<file path="config.mk">
export PLATFORM = sky130hd
export DESIGN_NAME = arbitrary_waveform_sequencer_unit
export DESIGN_NICKNAME = d
export VERILOG_FILES = /design/src/rtl/awsu_pkg.sv /design/src/rtl/awsu_ram.sv /design/src/rtl/awsu_dp.sv /design/src/rtl/awsu_ctrl.sv /design/src/rtl/arbitrary_waveform_sequencer_unit.sv
export SDC_FILE = /design/constraint.sdc
export NUM_CORES = 2
export LEC_CHECK = 0
export BUFFER_PORTS_ARGS = -buffer_cell sky130_fd_sc_hd__buf_4
export CORE_UTILIZATION = 61
export DETAILED_ROUTE_END_ITERATION = 8
export GPL_TIMING_DRIVEN = 0
export PLACE_DENSITY_LB_ADDON = 0.3
export SETUP_SLACK_MARGIN = 0.02
export SYNTH_ARGS = -nofsm -noshare
export SYNTH_HDL_FRONTEND = slang
export SYNTH_SLANG_ARGS = --single-unit
</file>
<file path="constraint.sdc">
create_clock -name aclk -period 9.1 [get_ports aclk]
set_input_delay 0.455 -clock aclk [delete_from_list [all_inputs] [get_ports aclk]]
set_output_delay 0.455 -clock aclk [all_outputs]
set_load 0.02 [all_outputs]
</file>
<file path="src/rtl/awsu_pkg.sv">
// Shared types and constants of the arbitrary waveform sequencer.
// Used by the controller, the datapath and the top level; depends on nothing.
package awsu_pkg;

    // Field widths fixed by the interface.
    localparam int TIME_W  = 15;
    localparam int VALUE_W = 28;
    localparam int CFG_W   = 15;

    // Interpolation arithmetic widths.
    localparam int DIFF_W     = 18;  // signed time differences
    localparam int DV_W       = 29;  // signed value difference
    localparam int PROD_W     = 47;  // signed product
    localparam int DMAG_W     = 17;  // divisor magnitude
    localparam int REM_W      = 18;  // partial remainder
    localparam int SUM_W      = 49;  // final signed sum
    localparam int DIV_STEPS  = 47;
    localparam int DIV_CNT_W  = 6;
    localparam int ENTRY_W    = TIME_W + VALUE_W + 1;

    localparam logic [VALUE_W-1:0] VALUE_MAX = {VALUE_W{1'b1}};

    // Reset values of the configuration registers.
    localparam logic [TIME_W-1:0] LEN_RESET = 15'd1000;
    localparam logic [5:0]        PC_RESET  = 6'd1;

    // Function codes.
    localparam logic [1:0] FUNC_TICK   = 2'd0;
    localparam logic [1:0] FUNC_WRITE  = 2'd1;
    localparam logic [1:0] FUNC_SETRUN = 2'd2;

    // Run states.
    localparam logic [1:0] RS_DISABLED = 2'd0;
    localparam logic [1:0] RS_ARMED    = 2'd1;
    localparam logic [1:0] RS_RUNNING  = 2'd2;
    localparam logic [1:0] RS_INVALID  = 2'd3;

    // Configuration register indexes.
    localparam logic [1:0] REG_REPEAT = 2'd0;
    localparam logic [1:0] REG_LENGTH = 2'd1;
    localparam logic [1:0] REG_COUNT  = 2'd2;
    localparam logic [1:0] REG_TARGET = 2'd3;

    // Which pair of points bounds the segment.
    typedef enum logic [1:0] {
        SEG_MID,
        SEG_WRAP_LO,
        SEG_WRAP_HI
    } seg_mode_t;

    typedef struct packed {
        logic      latch;
        logic      write;
        logic      store_left;
        logic      store_first;
        logic      store_right;
        logic      setup;
        seg_mode_t mode;
        logic      res_left;
        logic      mul;
        logic      div_load;
        logic      div_step;
        logic      finish;
    } dp_cmd_t;

    typedef struct packed {
        logic t_below;
        logic lerp_needed;
    } dp_stat_t;

    typedef struct packed {
        logic       done;
        logic       sp_valid;
        logic [1:0] run_state;
        logic       power_off;
        logic [1:0] target;
    } ctrl_res_t;

endpackage

</file>
<file path="src/rtl/awsu_ram.sv">
// Generic single write port, single read port RAM with registered read.
// Stand-alone; no package needed.
module awsu_ram #(
    parameter int WIDTH = 44,
    parameter int DEPTH = 32,
    localparam int AW = (DEPTH > 1) ? $clog2(DEPTH) : 1
) (
    input  logic             aclk,
    input  logic             we,
    input  logic [AW-1:0]    waddr,
    input  logic [WIDTH-1:0] wdata,
    input  logic [AW-1:0]    raddr,
    output logic [WIDTH-1:0] rdata
);

    logic [WIDTH-1:0] mem [DEPTH];

    // Write and registered read.
    always_ff @(posedge aclk) begin
        if (we) begin
            mem[waddr] <= wdata;
        end
        rdata <= mem[raddr];
    end

endmodule

</file>
<file path="src/rtl/awsu_dp.sv">
// Datapath: point table, segment setup, multiplier and serial divider.
// Depends on awsu_pkg and awsu_ram; driven by awsu_ctrl commands.
module awsu_dp #(
    parameter int MAX_POINTS = 32,
    localparam int IDX_W = $clog2(MAX_POINTS)
) (
    input  logic                         aclk,
    input  logic                         aresetn,
    input  awsu_pkg::dp_cmd_t            cmd,
    output awsu_pkg::dp_stat_t           stat,
    input  logic [IDX_W-1:0]             rd_addr,
    input  logic [awsu_pkg::TIME_W-1:0]  ticks,
    input  logic [awsu_pkg::TIME_W-1:0]  seq_len,
    input  logic [4:0]                   s_point_index,
    input  logic [awsu_pkg::TIME_W-1:0]  s_point_time,
    input  logic [awsu_pkg::VALUE_W-1:0] s_point_value,
    input  logic                         s_point_hold,
    output logic [awsu_pkg::VALUE_W-1:0] result
);

    localparam int TW = awsu_pkg::TIME_W;
    localparam int VW = awsu_pkg::VALUE_W;

    // Latched point word.
    logic [4:0]    pi_reg;
    logic [TW-1:0] pt_reg;
    logic [VW-1:0] pv_reg;
    logic          ph_reg;

    always_ff @(posedge aclk) begin
        if (cmd.latch) begin
            pi_reg <= s_point_index;
            pt_reg <= s_point_time;
            pv_reg <= s_point_value;
            ph_reg <= s_point_hold;
        end
    end

    // Point table; entry zero reads as zero until first written.
    logic [awsu_pkg::ENTRY_W-1:0] ram_rdata;
    logic [awsu_pkg::ENTRY_W-1:0] entry;
    logic [IDX_W-1:0]             rd_addr_reg;
    logic                         ent0_ok_reg;

    awsu_ram #(
        .WIDTH (awsu_pkg::ENTRY_W),
        .DEPTH (MAX_POINTS)
    ) u_ram (
        .aclk  (aclk),
        .we    (cmd.write),
        .waddr (IDX_W'(pi_reg)),
        .wdata ({pt_reg, pv_reg, ph_reg}),
        .raddr (rd_addr),
        .rdata (ram_rdata)
    );

    always_ff @(posedge aclk) begin
        rd_addr_reg <= rd_addr;
        if (!aresetn) begin
            ent0_ok_reg <= 1'b0;
        end else if (cmd.write && pi_reg == 5'd0) begin
            ent0_ok_reg <= 1'b1;
        end
    end

    assign entry = (rd_addr_reg == '0 && !ent0_ok_reg) ? '0 : ram_rdata;

    logic [TW-1:0] e_time;
    logic [VW-1:0] e_value;
    logic          e_hold;
    assign {e_time, e_value, e_hold} = entry;

    assign stat.t_below = ticks < e_time;

    // Segment end points.
    logic [TW-1:0] left_t_reg, right_t_reg, first_t_reg;
    logic [VW-1:0] left_v_reg, right_v_reg, first_v_reg;
    logic          left_h_reg;

    always_ff @(posedge aclk) begin
        if (cmd.store_left) begin
            left_t_reg <= e_time;
            left_v_reg <= e_value;
            left_h_reg <= e_hold;
        end
        if (cmd.store_first) begin
            first_t_reg <= e_time;
            first_v_reg <= e_value;
        end
        if (cmd.store_right) begin
            right_t_reg <= e_time;
            right_v_reg <= e_value;
        end
    end

    // Segment setup: offsets, span and value step.
    logic signed [awsu_pkg::DIFF_W-1:0] t_s, tl_s, tr_s, len_s;
    logic [VW-1:0]                      vr;
    logic signed [awsu_pkg::DIFF_W-1:0] diff_reg, den_reg;
    logic signed [awsu_pkg::DV_W-1:0]   dv_reg;

    always_comb begin
        t_s   = {3'b000, ticks};
        len_s = {3'b000, seq_len};
        tl_s  = {3'b000, left_t_reg};
        tr_s  = {3'b000, right_t_reg};
        vr    = right_v_reg;
        if (cmd.mode == awsu_pkg::SEG_WRAP_LO) begin
            tl_s = {3'b000, left_t_reg} - len_s;
        end
        if (cmd.mode == awsu_pkg::SEG_WRAP_HI) begin
            tr_s = len_s + {3'b000, first_t_reg};
            vr   = first_v_reg;
        end
    end

    always_ff @(posedge aclk) begin
        if (cmd.setup) begin
            diff_reg <= t_s - tl_s;
            den_reg  <= tr_s - tl_s;
            dv_reg   <= $signed({1'b0, vr}) - $signed({1'b0, left_v_reg});
        end
    end

    assign stat.lerp_needed = left_h_reg && (den_reg != '0);

    // Multiply, then divide one quotient bit per cycle.
    logic signed [awsu_pkg::PROD_W-1:0] prod_reg;
    logic [awsu_pkg::PROD_W-1:0]        quo_reg;
    logic [awsu_pkg::DMAG_W-1:0]        dmag_reg;
    logic [awsu_pkg::REM_W-1:0]         rem_reg;
    logic                               neg_reg;
    logic [awsu_pkg::REM_W-1:0]         rem_sh;
    logic                               ge;
    logic [awsu_pkg::DIFF_W-1:0]        den_abs;

    assign rem_sh  = {rem_reg[awsu_pkg::REM_W-2:0], quo_reg[awsu_pkg::PROD_W-1]};
    assign ge      = rem_sh >= {1'b0, dmag_reg};
    assign den_abs = den_reg[awsu_pkg::DIFF_W-1] ? -den_reg : den_reg;

    always_ff @(posedge aclk) begin
        if (cmd.mul) begin
            prod_reg <= awsu_pkg::PROD_W'(diff_reg) * awsu_pkg::PROD_W'(dv_reg);
        end
        if (cmd.div_load) begin
            quo_reg  <= prod_reg[awsu_pkg::PROD_W-1] ? -prod_reg : prod_reg;
            dmag_reg <= den_abs[awsu_pkg::DMAG_W-1:0];
            neg_reg  <= prod_reg[awsu_pkg::PROD_W-1] ^ den_reg[awsu_pkg::DIFF_W-1];
            rem_reg  <= '0;
        end else if (cmd.div_step) begin
            rem_reg <= ge ? (rem_sh - {1'b0, dmag_reg}) : rem_sh;
            quo_reg <= {quo_reg[awsu_pkg::PROD_W-2:0], ge};
        end
    end

    // Final sum with saturation.
    logic signed [awsu_pkg::SUM_W-1:0] q_s, sum_s;

    always_comb begin
        q_s   = neg_reg ? -$signed({2'b00, quo_reg}) : $signed({2'b00, quo_reg});
        sum_s = q_s + $signed({21'd0, left_v_reg});
    end

    always_ff @(posedge aclk) begin
        if (cmd.res_left) begin
            result <= left_v_reg;
        end else if (cmd.finish) begin
            if (sum_s < 0) begin
                result <= '0;
            end else if (sum_s > $signed({21'd0, awsu_pkg::VALUE_MAX})) begin
                result <= awsu_pkg::VALUE_MAX;
            end else begin
                result <= sum_s[VW-1:0];
            end
        end
    end

endmodule

</file>
<file path="src/rtl/awsu_ctrl.sv">
// Controller: configuration registers, run state, tick timing and table walk.
// Depends on awsu_pkg; commands awsu_dp.
module awsu_ctrl #(
    parameter int MAX_POINTS = 32,
    localparam int IDX_W = $clog2(MAX_POINTS),
    localparam int CNT_W = $clog2(MAX_POINTS + 1)
) (
    input  logic                         aclk,
    input  logic                         aresetn,
    input  logic                         s_valid,
    output logic                         s_ready,
    input  logic [1:0]                   s_func,
    input  logic                         s_power_on,
    input  logic [4:0]                   s_point_index,
    input  logic [1:0]                   s_new_run_state,
    input  logic                         cfg_valid,
    input  logic [1:0]                   cfg_index,
    input  logic [awsu_pkg::CFG_W-1:0]   cfg_data,
    input  logic                         out_free,
    output awsu_pkg::dp_cmd_t            cmd,
    input  awsu_pkg::dp_stat_t           stat,
    output logic [IDX_W-1:0]             rd_addr,
    output logic [awsu_pkg::TIME_W-1:0]  ticks,
    output logic [awsu_pkg::TIME_W-1:0]  seq_len,
    output awsu_pkg::ctrl_res_t          res
);

    typedef enum logic [3:0] {
        ST_IDLE, ST_WRITE, ST_READ, ST_CMP, ST_SETUP, ST_DECIDE,
        ST_MUL, ST_DIVLD, ST_DIV, ST_FIN, ST_OUT
    } state_t;

    state_t                          state_reg;
    logic                            repeat_reg;
    logic [awsu_pkg::TIME_W-1:0]     len_reg;
    logic [5:0]                      count_reg;
    logic [1:0]                      target_reg;
    logic [1:0]                      rs_reg;
    logic [awsu_pkg::TIME_W-1:0]     el_reg;
    logic                            poff_reg;
    logic                            spv_reg;
    logic [CNT_W-1:0]                idx_reg;
    logic                            last_rd_reg;
    awsu_pkg::seg_mode_t             mode_reg;
    logic [awsu_pkg::DIV_CNT_W-1:0]  div_cnt_reg;

    logic accept;
    assign s_ready = (state_reg == ST_IDLE);
    assign accept  = s_valid && s_ready;

    // Effective point count, clamped to one .. MAX_POINTS.
    logic [8:0]       n9;
    logic [CNT_W-1:0] n_eff;
    logic [CNT_W-1:0] idx_inc;

    always_comb begin
        if (count_reg == 6'd0) begin
            n9 = 9'd1;
        end else if ({3'b000, count_reg} > 9'(MAX_POINTS)) begin
            n9 = 9'(MAX_POINTS);
        end else begin
            n9 = {3'b000, count_reg};
        end
        n_eff   = CNT_W'(n9);
        idx_inc = idx_reg + 1'b1;
    end

    // Tick update of run state and elapsed time.
    logic [1:0]                  tick_rs;
    logic [awsu_pkg::TIME_W:0]   tick_el;
    logic                        tick_poff;

    always_comb begin
        tick_rs   = rs_reg;
        tick_el   = {1'b0, el_reg};
        tick_poff = 1'b0;
        if (rs_reg == awsu_pkg::RS_ARMED && s_power_on) begin
            tick_rs = awsu_pkg::RS_RUNNING;
            tick_el = '0;
        end
        if (tick_rs == awsu_pkg::RS_RUNNING) begin
            tick_el = tick_el + 1'b1;
            if (tick_el > {1'b0, len_reg}) begin
                tick_el = '0;
                if (!repeat_reg) begin
                    tick_rs   = awsu_pkg::RS_ARMED;
                    tick_poff = 1'b1;
                end
            end
        end
    end

    // Command decode.
    always_comb begin
        cmd             = '0;
        cmd.mode        = mode_reg;
        cmd.latch       = accept;
        cmd.write       = (state_reg == ST_WRITE);
        cmd.setup       = (state_reg == ST_SETUP);
        cmd.mul         = (state_reg == ST_MUL);
        cmd.div_load    = (state_reg == ST_DIVLD);
        cmd.div_step    = (state_reg == ST_DIV);
        cmd.finish      = (state_reg == ST_FIN);
        cmd.res_left    = (state_reg == ST_DECIDE) && !stat.lerp_needed;
        if (state_reg == ST_CMP) begin
            if (last_rd_reg) begin
                cmd.store_left = 1'b1;
            end else if (stat.t_below) begin
                cmd.store_right = 1'b1;
            end else begin
                cmd.store_left  = 1'b1;
                cmd.store_first = (idx_reg == '0);
            end
        end
    end

    assign rd_addr = idx_reg[IDX_W-1:0];
    assign ticks   = el_reg;
    assign seq_len = len_reg;

    assign res.done      = (state_reg == ST_OUT) && out_free;
    assign res.sp_valid  = spv_reg;
    assign res.run_state = rs_reg;
    assign res.power_off = poff_reg;
    assign res.target    = target_reg;

    // State and registered outputs.
    always_ff @(posedge aclk) begin
        if (!aresetn) begin
            state_reg   <= ST_IDLE;
            repeat_reg  <= 1'b1;
            len_reg     <= awsu_pkg::LEN_RESET;
            count_reg   <= awsu_pkg::PC_RESET;
            target_reg  <= '0;
            rs_reg      <= awsu_pkg::RS_DISABLED;
            el_reg      <= '0;
            poff_reg    <= 1'b0;
            spv_reg     <= 1'b0;
            idx_reg     <= '0;
            last_rd_reg <= 1'b0;
            mode_reg    <= awsu_pkg::SEG_MID;
            div_cnt_reg <= '0;
        end else begin
            // Configuration writes.
            if (cfg_valid) begin
                case (cfg_index)
                    awsu_pkg::REG_REPEAT: repeat_reg <= cfg_data[0];
                    awsu_pkg::REG_LENGTH: len_reg    <= cfg_data;
                    awsu_pkg::REG_COUNT:  count_reg  <= cfg_data[5:0];
                    awsu_pkg::REG_TARGET: target_reg <= cfg_data[1:0];
                    default: ;
                endcase
            end

            case (state_reg)
                ST_IDLE: begin
                    if (accept) begin
                        poff_reg    <= 1'b0;
                        spv_reg     <= 1'b0;
                        idx_reg     <= '0;
                        last_rd_reg <= 1'b0;
                        state_reg   <= ST_OUT;
                        case (s_func)
                            awsu_pkg::FUNC_TICK: begin
                                rs_reg   <= tick_rs;
                                el_reg   <= tick_el[awsu_pkg::TIME_W-1:0];
                                poff_reg <= tick_poff;
                                if (tick_rs == awsu_pkg::RS_RUNNING) begin
                                    spv_reg   <= 1'b1;
                                    state_reg <= ST_READ;
                                end
                            end
                            awsu_pkg::FUNC_WRITE: begin
                                if (9'(s_point_index) < 9'(MAX_POINTS)) begin
                                    state_reg <= ST_WRITE;
                                end
                            end
                            awsu_pkg::FUNC_SETRUN: begin
                                if (s_new_run_state != awsu_pkg::RS_INVALID) begin
                                    rs_reg   <= s_new_run_state;
                                    poff_reg <= (s_new_run_state != awsu_pkg::RS_RUNNING);
                                end
                            end
                            default: ;
                        endcase
                    end
                end
                ST_WRITE: begin
                    state_reg <= ST_OUT;
                end
                ST_READ: begin
                    state_reg <= ST_CMP;
                end
                ST_CMP: begin
                    if (last_rd_reg) begin
                        state_reg <= ST_SETUP;
                    end else if (stat.t_below) begin
                        if (idx_reg == '0) begin
                            // Before the first point: fetch the last one.
                            idx_reg     <= n_eff - 1'b1;
                            last_rd_reg <= 1'b1;
                            mode_reg    <= awsu_pkg::SEG_WRAP_LO;
                            state_reg   <= ST_READ;
                        end else begin
                            mode_reg  <= awsu_pkg::SEG_MID;
                            state_reg <= ST_SETUP;
                        end
                    end else if (idx_inc == n_eff) begin
                        // Past the last point: wrap to the first.
                        mode_reg  <= awsu_pkg::SEG_WRAP_HI;
                        state_reg <= ST_SETUP;
                    end else begin
                        idx_reg   <= idx_inc;
                        state_reg <= ST_READ;
                    end
                end
                ST_SETUP: begin
                    state_reg <= ST_DECIDE;
                end
                ST_DECIDE: begin
                    state_reg <= stat.lerp_needed ? ST_MUL : ST_OUT;
                end
                ST_MUL: begin
                    state_reg <= ST_DIVLD;
                end
                ST_DIVLD: begin
                    div_cnt_reg <= '0;
                    state_reg   <= ST_DIV;
                end
                ST_DIV: begin
                    div_cnt_reg <= div_cnt_reg + 1'b1;
                    if (div_cnt_reg == awsu_pkg::DIV_CNT_W'(awsu_pkg::DIV_STEPS - 1)) begin
                        state_reg <= ST_FIN;
                    end
                end
                ST_FIN: begin
                    state_reg <= ST_OUT;
                end
                ST_OUT: begin
                    if (out_free) begin
                        state_reg <= ST_IDLE;
                    end
                end
                default: begin
                    state_reg <= ST_IDLE;
                end
            endcase
        end
    end

endmodule

</file>
<file path="src/rtl/arbitrary_waveform_sequencer_unit.sv">
// Top level of the arbitrary waveform sequencer: controller, datapath and
// output register. Depends on awsu_pkg, awsu_ctrl and awsu_dp.
//
// Usage: each word on the s_ channel is a tick, a point write, a run-state
// change or a no-operation; each gives exactly one result word on the m_
// channel. Registers are written on the cfg_ channel (always ready); the user
// must write them only while the block is idle, a rule the block leaves
// unchecked. A point write passes through a write state to the output
// register; a run-state change or an idle tick goes straight there. A running
// tick walks the point table entry by entry (registered table read, then
// compare); a linear segment adds a multiply, a divider load, a restoring
// divider and a final sum. One word is processed at a time; the next is
// accepted as soon as the previous result sits in the output register.
// Reset (aresetn, synchronous, active low) disables the sequence, clears the
// elapsed time and restores the register defaults; table entry 0 reads as
// zero until written. If the receiver stalls, the result holds in the output
// register and the block stops accepting words once its next result is ready.
module arbitrary_waveform_sequencer_unit #(
    parameter int MAX_POINTS = 32
) (
    input  logic                         aclk,
    input  logic                         aresetn,
    input  logic                         s_valid,
    output logic                         s_ready,
    input  logic [1:0]                   s_func,
    input  logic                         s_power_on,
    input  logic [4:0]                   s_point_index,
    input  logic [14:0]                  s_point_time,
    input  logic [27:0]                  s_point_value,
    input  logic                         s_point_hold,
    input  logic [1:0]                   s_new_run_state,
    output logic                         m_valid,
    input  logic                         m_ready,
    output logic [27:0]                  m_setpoint,
    output logic                         m_setpoint_valid,
    output logic [1:0]                   m_target,
    output logic [1:0]                   m_run_state_out,
    output logic                         m_power_off,
    input  logic                         cfg_valid,
    output logic                         cfg_ready,
    input  logic [1:0]                   cfg_index,
    input  logic [14:0]                  cfg_data
);

    localparam int IDX_W = $clog2(MAX_POINTS);

    awsu_pkg::dp_cmd_t           cmd;
    awsu_pkg::dp_stat_t          stat;
    awsu_pkg::ctrl_res_t         res;
    logic [IDX_W-1:0]            rd_addr;
    logic [awsu_pkg::TIME_W-1:0] ticks;
    logic [awsu_pkg::TIME_W-1:0] seq_len;
    logic [awsu_pkg::VALUE_W-1:0] result;
    logic                        out_free;

    assign cfg_ready = 1'b1;

    awsu_ctrl #(
        .MAX_POINTS (MAX_POINTS)
    ) u_ctrl (
        .aclk            (aclk),
        .aresetn         (aresetn),
        .s_valid         (s_valid),
        .s_ready         (s_ready),
        .s_func          (s_func),
        .s_power_on      (s_power_on),
        .s_point_index   (s_point_index),
        .s_new_run_state (s_new_run_state),
        .cfg_valid       (cfg_valid),
        .cfg_index       (cfg_index),
        .cfg_data        (cfg_data),
        .out_free        (out_free),
        .cmd             (cmd),
        .stat            (stat),
        .rd_addr         (rd_addr),
        .ticks           (ticks),
        .seq_len         (seq_len),
        .res             (res)
    );

    awsu_dp #(
        .MAX_POINTS (MAX_POINTS)
    ) u_dp (
        .aclk          (aclk),
        .aresetn       (aresetn),
        .cmd           (cmd),
        .stat          (stat),
        .rd_addr       (rd_addr),
        .ticks         (ticks),
        .seq_len       (seq_len),
        .s_point_index (s_point_index),
        .s_point_time  (s_point_time),
        .s_point_value (s_point_value),
        .s_point_hold  (s_point_hold),
        .result        (result)
    );

    // Output register: loaded when a result is done, freed when taken.
    assign out_free = !m_valid || m_ready;

    always_ff @(posedge aclk) begin
        if (!aresetn) begin
            m_valid <= 1'b0;
        end else if (res.done) begin
            m_valid <= 1'b1;
        end else if (m_ready) begin
            m_valid <= 1'b0;
        end
    end

    always_ff @(posedge aclk) begin
        if (res.done) begin
            m_setpoint       <= res.sp_valid ? result : '0;
            m_setpoint_valid <= res.sp_valid;
            m_target         <= res.target;
            m_run_state_out  <= res.run_state;
            m_power_off      <= res.power_off;
        end
    end

endmodule

</file>
## Yosys cells after proc, flatten, opt, wreduce, memory -nomap -nowiden

Memories as Yosys holds them, arrays and structs flattened. A register that Yosys moved wholly into a read port is not among the register bits.
Index checks and enable logic that the tools add are counted.

| word-level totals | value |
|---|---|
| flip-flop bits (word level) | 504 |
| memory bits (writable) | 1408 |
| input port bits | 76 |
| output and inout port bits | 37 |
| logic and storage cells | 200 |
| memories kept | 1 |

Memory list:

| name | words | width | rd ports | clocked after memory_dff | wr ports | line | text |
|---|---|---|---|---|---|---|---|
| u_dp.u_ram.mem | 32 | 44 | 1 | 1 | 1 | awsu_ram.sv:16 | `logic [WIDTH-1:0] mem [DEPTH];` |

| cells by class | value |
|---|---|
| add/sub/neg operators | 14 |
| $mul | 1 |
| $lt $le $gt $ge | 6 |
| eq/ne operators | 31 |
| multiplexer cells | 67 |
| bitwise operators | 2 |
| reductions and logical operators | 37 |

Operators with widths:

| kind | number |
|---|---|
| $mux W47 | 3 |
| $mux W28 | 5 |
| $add A49 B29 Y49 | 1 |
| $gt A49 B29 Y1 const B | 1 |
| $lt A49 B1 Y1 const B | 1 |
| $mux W49 | 1 |
| $neg A47 Y49 | 1 |
| $mul A18 B29 Y47 | 1 |
| $neg A47 Y47 | 1 |
| $mux W15 | 3 |
| $mux W44 | 1 |
| $mux W6 | 7 |
| $pmux W4 S10 | 1 |
| $mux W18 | 2 |
| $mux W17 | 2 |
| $sub A28 B28 Y29 | 1 |
| $mux W4 | 7 |
| $pmux W6 S2 | 2 |
| $ge A18 B17 Y1 | 1 |
| $mux W2 | 9 |
| $reduce_bool A18 Y1 | 1 |
| $sub A16 B18 Y18 | 1 |
| $sub A18 B18 Y18 | 1 |
| $mux W1 | 17 |
| 40 further kinds | 87 |

## Depth between registers and ports, before layout

| depth | value |
|---|---|
| depth after elaboration | 12 |
| depth in mapped cells | 26 |
| gate-level depth less buffers | 25 |

## Modules after synthesis

A second synthesis with hierarchy kept.

| unflattened totals | value |
|---|---|
| cells, all modules | 7858 |
| area, all modules | 102366.9 um2 |

Modules (own cells, without submodules):

| module | times used | cells an instance | area each (um2) | sequential area each (um2) |
|---|---|---|---|---|
| awsu_ram | 1 | 3090 | 55524.5 | 43161.4 |
| awsu_dp | 1 | 4146 | 41453.5 | 11991.5 |
| awsu_ctrl | 1 | 552 | 4092.7 | 1241.2 |
| arbitrary_waveform_sequencer_unit | 1 | 70 | 1296.2 | 1041.0 |

## Worst setup path after synthesis

Ideal clock, no wire load.

| timing | value |
|---|---|
| path type | register to register |
| start | register u_dp.diff_reg[6] in the netlist's numbering |
| end | register u_dp.prod_reg[45] in the netlist's numbering (data pin) |
| library setup time | 0.265 ns |
| data arrival time | 6.753 ns |
| required time | 8.835 ns |
| setup slack | 2.082 ns |
| stages on the path, launching flop included | 25 |
| buffers on the path | 2 |
| path through | edfxtp_1 -> clkbuf_1 -> buf_1 -> nand2_1 -> fa_1 -> inv_1 -> fa_1 -> fa_1 -> fa_1 -> inv_1 -> fa_1 -> inv_1 -> fa_1 -> ha_1 -> a21o_1 -> a21o_1 -> a21o_1 -> a2111o_1 -> a41oi_1 -> o21ai_0 -> a31oi_1 -> o21ai_0 -> a211oi_1 -> o21ai_0 -> xor2_1 |

| between the ends | value |
|---|---|
| cells in the longest elaborated chain, start to end | 1 |

RTL lines:

| what | line | text |
|---|---|---|
| start: declaration | awsu_dp.sv:99 | `logic signed [awsu_pkg::DIFF_W-1:0] diff_reg, den_reg;` |
| start signal: assignment | awsu_dp.sv:119 | `diff_reg <= t_s - tl_s;` |
| $mul A18 B29 Y47 | awsu_dp.sv:143 | `prod_reg <= awsu_pkg::PROD_W'(diff_reg) * awsu_pkg::PROD_W'(dv_reg);` |
| end signal: assignment | awsu_dp.sv:143 |  |
| end: declaration | awsu_dp.sv:128 | `logic signed [awsu_pkg::PROD_W-1:0] prod_reg;` |

Every way passes these cells.
A chain may end at the register's enable or synchronous reset.

## Worst setup path after layout

| timing | value |
|---|---|
| start | register u_dp.diff_reg[4] in the netlist's numbering |
| end | register u_dp.prod_reg[45] in the netlist's numbering (data pin) |

Same word-level chain as after synthesis.

==> reports/results.tsv <==
stage	metric	value	unit
status	outcome	complete, but fails checks	
status	violations	max-capacitance violations, max-slew violations	
power_and_ir_drop	peakVddDrop	0.302	mV
logic_synthesis	synth_top_family_by_area	adder cells	
sta	fmax	0.114	GHz
global_routing	grt_first_pass_wirelength	433000	um
final_layout	drive_gt1_share	14.7	%
sta	relSlewSlack	-4.35	%
critical_path	r2r_start	u_dp.diff_reg[4]	
sta	worstMarginPinSlew	1.55	ns
critical_path	cpPeakStageDelay	0.58	ns
critical_path	worstPathArrival	9.30	ns
critical_path	crit_chain	clkbuf_1 -> clkbuf_2 -> nand2_1 -> fa_1 -> inv_1 -> fa_1 -> fa_1 -> fa_1 -> inv_1 -> fa_1 -> inv_1 -> fa_1 -> ha_1 -> a21o_1 -> a21o_1 -> a21o_1 -> a2111o_1 -> a41oi_1 -> o21ai_1 -> a31oi_1 -> o21ai_0 -> a211oi_1 -> o21ai_0 -> xor2_1	
clocking	insertion_delay	0.88	ns
logic_synthesis	yosysUniqueCellTypes	86	
global_routing	grt.busiest_layer	met2	
sta	finalSetupTns	0	ns
clocking	root_buffer	clkbuf_16	
routing	vias	63100	
place	port_buffers	110	
clocking	cts_htree_levels	4	
min_path	min_path_type	in -> reg	
critical_path	path_max_fanout	10	
clocking	clock-sinks	1956	
global_routing	grtUsageMet3	7.74	%
floorplan	coreArea	163000	sq um
power_and_ir_drop	power_density	242	nW/um^2
critical_path	crit_type	reg -> reg	
logic_synthesis	synth-simple-area-share	7.23	%
sta	layout_setup_ws	0.352	ns
global_routing	met1_usage	44.5	%
power_and_ir_drop	leakage	0.0403	uW
place	pre_cts_slack	-0.0191	ns
place	dp_hpwl	195000	um
final_layout	final_common_cell	edfxtp_1	
logic_synthesis	avgSynthCellArea	14.8	sq um
clocking	cts_tree	built	
sta	fin_crit	8.75	ns
global_routing	grt_remaining_overflow	0	
logic_synthesis	synthXorXnorAreaFrac	2.45	%
routing	drt-total-wl	300000	um
routing	drt_iter0_drc	8342	
global_routing	grt_max_degree	48	
logic_synthesis	synth_area	101000	sq um
final_layout	final_area	113000	sq um
critical_path	cpLargestDelayFamily	adder cells	
logic_synthesis	syn_nets	7676	
final_layout	multi_input_comb_area	39700	sq um
final_layout	final_cell_mix	edfxtp_1, inv_1, nand2_1, fa_1, mux4_2	
final_layout	nNetsFinal	8123	
critical_path	critPathSlowestCell	fa_1	
routing	drc	0	
critical_path	cp-end-kind	flop	
logic_synthesis	async_flop_share	0	%
clocking	cts_made_buffers	185	
logic_synthesis	netlist_instances	6799	
critical_path	critPathLaunchType	flop	
global_routing	grt_pass1_vias	64200	
floorplan	row_count	148	
routing	vias_per_cell	6.58	
sta	rsz0062_at_grt	false	
sta	skew	0.0978	ns
logic_synthesis	synth_compound_area_share	4.86	%
logic_synthesis	synth.yosys.warnings	0	
routing	ant_nets	0	
final_layout	nFillCells	10400	
sta	period_share	96.1	%
logic_synthesis	synth_top_flop_cell	edfxtp_1	
floorplan	start_util	61.6	%
final_layout	area_growth	12.1	%
job	maxCapViolations	1	
final_layout	largest_reg_flops	1408	
floorplan	die_h	408	um
floorplan	io_pins	113	
sta	hold_viol_final	0	
critical_path	startpoint	u_dp.diff_reg[4]	
logic_synthesis	synth_edf_count	1826	
place	gp_congestion	0.948	
routing	routedWlPerCell	31.3	um
power_and_ir_drop	finalPower	27300	uW
routing	drtPass1Iterations	8	
sta	slew_viol_final	8	
place	place_area	106000	sq um
critical_path	crit_required	9.65	ns
logic_synthesis	ys_ff_latch	1956	
clocking	clockBufferDepth	3	
global_routing	grt_usage	36.3	%
min_path	hp-start	s_func[0]	
clocking	clkSlewWorstSetupHoldPaths	0.06	ns
floorplan	die_area	166000	sq um
sta	finalSetupViolations	0	
floorplan	fp.dieW	408	um
logic_synthesis	synthAdderAreaFrac	13.8	%
clocking	post_cts_buffers	0	
logic_synthesis	seq_area_frac_synth	57.1	%
global_routing	antenna_found_initial	20	
global_routing	met2_usage	59.8	%
final_layout	ff_latch_area	57400	sq um
logic_synthesis	synthMuxAreaShare	10.9	%
sta	hold_slack	0.0531	ns
critical_path	path_buf_inv	5	
critical_path	path_common_cell	fa_1	
==> path summary, 6_finish.rpt <==
kind,cells past startpoint,slack (ns),endpoint
worst max register to register,24,0.35,u_dp.prod_reg[45]
worst min register to register,0,0.38,u_dp.rd_addr_reg[1]
worst min-delay path,4,0.05,u_ctrl.rs_reg[1]
worst max-delay path,24,0.35,u_dp.prod_reg[45]
==> what timing repair did <==
action	CTS	global route
setup endpoints to repair	3	4
hold endpoints to repair	75	0
resized for setup	2	8
hold buffers	70	0
==> metrics by stage <==
step	std cells	utilization [%]
6_report	9588	69.1
5_1_grt	9583	69.1
4_1_cts	9585	69.1
3_5_place_dp	9166	65.0
3_3_place_gp	9084	63.8
2_1_floorplan	6799	-
==> cell families after synthesis <==
logic type / Yosys count
and+or+nand+nor: 1507
muxes: 535
AOI/OAI and AO/OA: 751
adders and majority gates: 801
other: 1
xor gates and xnor gates: 281
DFF: 1956
buffers and inverters: 967
==> power by group <==
part	internal, uW	switching [uW]
Sequential	11000	678
Clock	4190	3610
Combinational	2990	4850
Total	18100	9140
==> layout make-up <==
cell class | instances | share of cell area, %
Timing Repair Buffer | 263 | 2.81
Clock inverter | 114 | 0.976
Multi-Input combinational cell | 3876 | 35.2
Antenna cell | 5 | 0.0111
Tap cell | 2175 | 2.41
Buffer | 307 | 1.08
Sequential cell | 1956 | 50.9
Inverter | 657 | 2.19
Clock buffer | 235 | 4.34
==> cells in the mapped netlist, types with 23 or more instances <==
library cell,n,area [sq um]
and2_1,211,1320
buf_1,39,146
nand4_1,23,144
nor4_1,40,250
fa_1,512,10200
a21boi_0,32,240
nor2_1,229,860
nand2b_1,49,307
edfxtp_1,1826,54800
o31ai_1,43,323
and3_1,26,163
xnor2_1,182,1590
nand2_1,629,2360
ha_1,289,3620
nor2b_1,51,319
clkbuf_1,258,968
a21o_1,66,495
o21a_1,31,233
inv_1,655,2460
a21oi_1,161,806
nor3_1,64,320
xor2_1,99,867
o21ai_0,215,1080
or3_1,35,219
mux4_2,440,9910
mux2_2,73,822
dfxtp_1,130,2600
nand3_1,71,355
==> per-layer routing <==
metal  share of wire [%]  wire [um]
met2                  48     145000
met5               0.038        114
met1                  34     103000
met4                 7.1      21200
met3                  10      31100
==> worst min-delay path, stage by stage <==
cell and delay, ns:
buf_4 0.13, a311oi_1 0.07, o211ai_1 0.10, a21boi_0 0.08
Power figures use the tool's default switching activity.
